**src/sv/sasum_ram.sv**
```systemverilog
// Generic single-write, single-read RAM with registered read data.
`default_nettype none

module sasum_ram #(
  parameter int unsigned WIDTH = 8,
  parameter int unsigned DEPTH = 16
) (
  input  wire logic                     clk_i,
  input  wire logic                     we_i,
  input  wire logic [$clog2(DEPTH)-1:0] waddr_i,
  input  wire logic [WIDTH-1:0]         wdata_i,
  input  wire logic                     re_i,
  input  wire logic [$clog2(DEPTH)-1:0] raddr_i,
  output logic      [WIDTH-1:0]         rdata_o
);

  logic [WIDTH-1:0] mem_q [DEPTH];

  always_ff @(posedge clk_i) begin
    if (we_i) begin
      mem_q[waddr_i] <= wdata_i;
    end
    if (re_i) begin
      rdata_o <= mem_q[raddr_i];
    end
  end

endmodule

`default_nettype wire

```
**config.mk**
```make
export PLATFORM = sky130hd
export DESIGN_NAME = sasum_ram
export DESIGN_NICKNAME = d
export VERILOG_FILES = /design/src/sv/sasum_ram.sv
export SDC_FILE = /design/constraint.sdc
export NUM_CORES = 1
export LEC_CHECK = 0
export BUFFER_PORTS_ARGS = -buffer_cell sky130_fd_sc_hd__buf_2
export CORE_MARGIN = 1.5
export CORE_UTILIZATION = 40
export DETAILED_ROUTE_END_ITERATION = 10
export PLACE_DENSITY = 0.67
export SYNTH_ARGS = -nofsm -noshare
export SYNTH_HDL_FRONTEND = slang
export SYNTH_SLANG_ARGS = --single-unit
```
**constraint.sdc**
```tcl
create_clock -name clk_i -period 3.8 [get_ports clk_i]
set_clock_uncertainty 0.05 [all_clocks]
set_input_delay 0.38 -clock clk_i [delete_from_list [all_inputs] [get_ports clk_i]]
set_output_delay 0.38 -clock clk_i [all_outputs]
set_load 0.02 [all_outputs]
```
==> impl_metrics.json <==
{
  "status": "complete, no violations",
  "final_max_slew_viol_count": 0,
  "dp_hpwl_um": 6051,
  "holdPathStages": 1,
  "critPathLaunchType": "input port",
  "hold_path.class": "input port to register",
  "track_usage_pct": 15.11,
  "path_delay_family": "buffers and inverters",
  "place_congestion": 0.7022,
  "grt-ovfl-total": 0,
  "p_per_area_nw_per_um2": 565.5,
  "slew_headroom_pct": 34.55,
  "cp.arrival_ns": 1.95,
  "ios": 27,
  "insertion_delay_ns": 0.41,
  "crit_type": "input port to register",
  "tightest_slew_ns": 0.9782,
  "io_buffers": 26,
  "fp.coreArea_um2": 12670,
  "switching_share_pct": 19.70,
  "fin_ws_ns": 1.953,
  "reg2reg_from": "mem_q[5][6]$_DFFE_PP_",
  "hold_end": "rdata_o[2]$_DFFE_PP_",
  "yosysTopAreaCell": "edfxtp_1",
  "seqCellArea_um2": 4084,
  "pwr-share-clk_pct": 46.4,
  "synth_seq_cells": 136,
  "first_iter_violations": 255,
  "ir_worst_vdd_v": 0.0003661,
  "synthCells": 229,
  "fp.dieH_um": 117.3,
  "diodes": 0,
  "drive_gt1_share_pct": 28.01,
  "hold_viol": 0,
  "min_period_ns": 1.847,
  "rr_endpoint": "rdata_o[6]$_DFFE_PP_",
  "cts_hold_buf": 0,
  "synth_top_area_share_pct": 78.12,
  "net-switching-power_mw": 0.6814,
  "leakagePower_nw": 2.018,
  "crit_slowest_cell": "mux4_1",
  "synth_seq_area_share_pct": 78.12,
  "pre_cts_ws_ns": 1.527,
  "total_power_mw": 3.458,
  "grt_max_degree": 33,
  "wl_per_cell_um": 21.52,
  "required_ns": 3.90,
  "drt-total-wl_um": 9768,
  "drc_errors": 0,
  "fillerInstances": 1008,
  "antenna_found_initial": 0,
  "cts_resized": 0,
  "r2r_cells": 3,
  "max_freq_mhz": 541.4,
  "async_flop_share_pct": 0,
  "synthFlopType": "edfxtp_1",
  "setup_violations": 0,
  "seqPwrFrac_pct": 49.1,
  "comb_power_share_pct": 4.4,
  "min_from": "re_i",
  "finalSetupTns_ns": 0,
  "crit_fanout": 15,
  "rsz0062_at_grt": "no",
  "grt_pass1_vias": 2501,
  "viasPerCell": 5.313,
  "cts_buffer_depth": 2,
  "cts_sinks": 136,
  "initial_core_util_pct": 41.26,
  "drtPass1Iterations": 4,
  "r2r_slack_ns": 2.22,
  "synthTopCellsByArea": "edfxtp_1 78%, mux4_2 7.8%, mux4_1 7.0%",
  "path_clk_slew_ns": 0.06,
  "yosysUniqueCellTypes": 18,
  "p_int_mw": 2.777,
  "synth.avg_cell_area_um2": 22.83,
  "mappedNetlistArea_um2": 5228,
  "yosysWarnings": 0,
  "critPathCaptureType": "register",
  "worstPathCellList": "buf_2, buf_4, mux4_1, a22oi_1, nand2_1",
  "min_period_over_period_pct": 48.61,
  "max_stage_delay_ns": 0.60,
  "numCtsBuffers": 17,
  "path_buf_inv": 2,
  "rows": 41,
  "clk_root_buffer_cell": "clkbuf_16",
  "grt_pass1_wl_um": 14760,
  "ant_nets": 0,
  "syn_nets": 248,
  "areaGrowthSynthToFinish_pct": 16.99,
  "vias": 2412,
  "cap_violations": 0,
  "tritoncts": "built",
  "die-area_um2": 13760,
  "htree_levels": 4,
  "synth_edf_count": 136,
  "multi_input_area_um2": 1062,
  "postCtsSetupBuffers": 0,
  "die_w_um": 117.3,
  "nets": 288
}
-- final cells by class --
type	instances	area share, %
Clock buffer	19	7.079
Clock inverter	13	2.516
Multi-Input combinational cell	83	17.37
Sequential cell	136	66.78
Tap cell	172	3.519
Timing Repair Buffer	31	2.741
-- cell usage in the layout (no fill, tap or decap), types with 3 or more instances in the layout --
cell and instances:
clkbuf_16 17, buf_4 5, mux4_2 18, buf_2 26, edfxtp_1 136, clkinv_2 3, nor2_1 13, bufinv_16 3
mux4_1 14, nor3_1 3, nand2_1 9, a22oi_1 16
-- how the worst max path moves through the flow --
stage / slack [ns] / cells after the start / endpoint / startpoint
after floorplan: 1.88 / 2 / mem_q[0][0]$_DFFE_PP_ / waddr_i[2]
after global placement: 1.58 / 5 / rdata_o[2]$_DFFE_PP_ / raddr_i[0]
after detailed placement: 1.53 / 5 / rdata_o[0]$_DFFE_PP_ / raddr_i[0]
after CTS: 1.96 / 5 / rdata_o[0]$_DFFE_PP_ / raddr_i[0]
after global routing: 1.86 / 5 / rdata_o[0]$_DFFE_PP_ / raddr_i[0]
final: 1.95 / 5 / rdata_o[0]$_DFFE_PP_ / raddr_i[0]
-- synth_stat cells, types with 2 or more instances --
cell type,number
edfxtp_1,136
mux4_2,18
a22oi_1,16
mux4_1,14
nor2_1,13
nand2_1,9
nor3_1,4
buf_2,3
buf_6,3
clkdlybuf4s25_2,3
nand2b_1,2
nand3b_1,2
-- cell families (layout without fill, tap and decap cells) --
family / count (synthesis) / count (layout) / synth area share (%)
buffers and inverters: 10 / 63 / 1.651
multiplexers: 32 / 32 / 14.79
flip-flops: 136 / 136 / 78.12
AO/OA/AOI/OAI: 16 / 16 / 2.298
AND/OR/NAND/NOR: 35 / 35 / 3.136
-- routing by layer --
layer	vias to the layer above	GRT usage (%)	share of wire, %
met1	1269	18.71	41
li1	1060	-	-
met5	-	0	0
met2	70	25.26	53
met4	0	6.250	1.3
met3	13	4.037	4.7
-- through the flow --
stage	area (um^2)	util, %	hold WS [ns]	cells
finish	6116	48.27	0.2908	454
global route	6116	48.27	0.2758	454
CTS	6116	48.27	0.2766	454
detailed placement	5529	43.64	0.6815	422
global placement	5529	43.64	0.6792	422
floorplan	5228	-	0.4289	229
-- power by group through the flow --
stage	sequential, mW	clock, mW	combinational, mW
4_1_cts	1.70	1.62	0.156
3_3_place_gp	1.73	0	0.153
3_5_place_dp	1.73	0	0.156
5_1_grt	1.70	1.69	0.166
6_report	1.70	1.61	0.154
2_1_floorplan	1.74	0	0.0853
-- flip-flops by register name, summed over array words and instances (netlist names) --
signal   count
mem_q      128
rdata_o      8
Power figures use the tool's default switching activity.
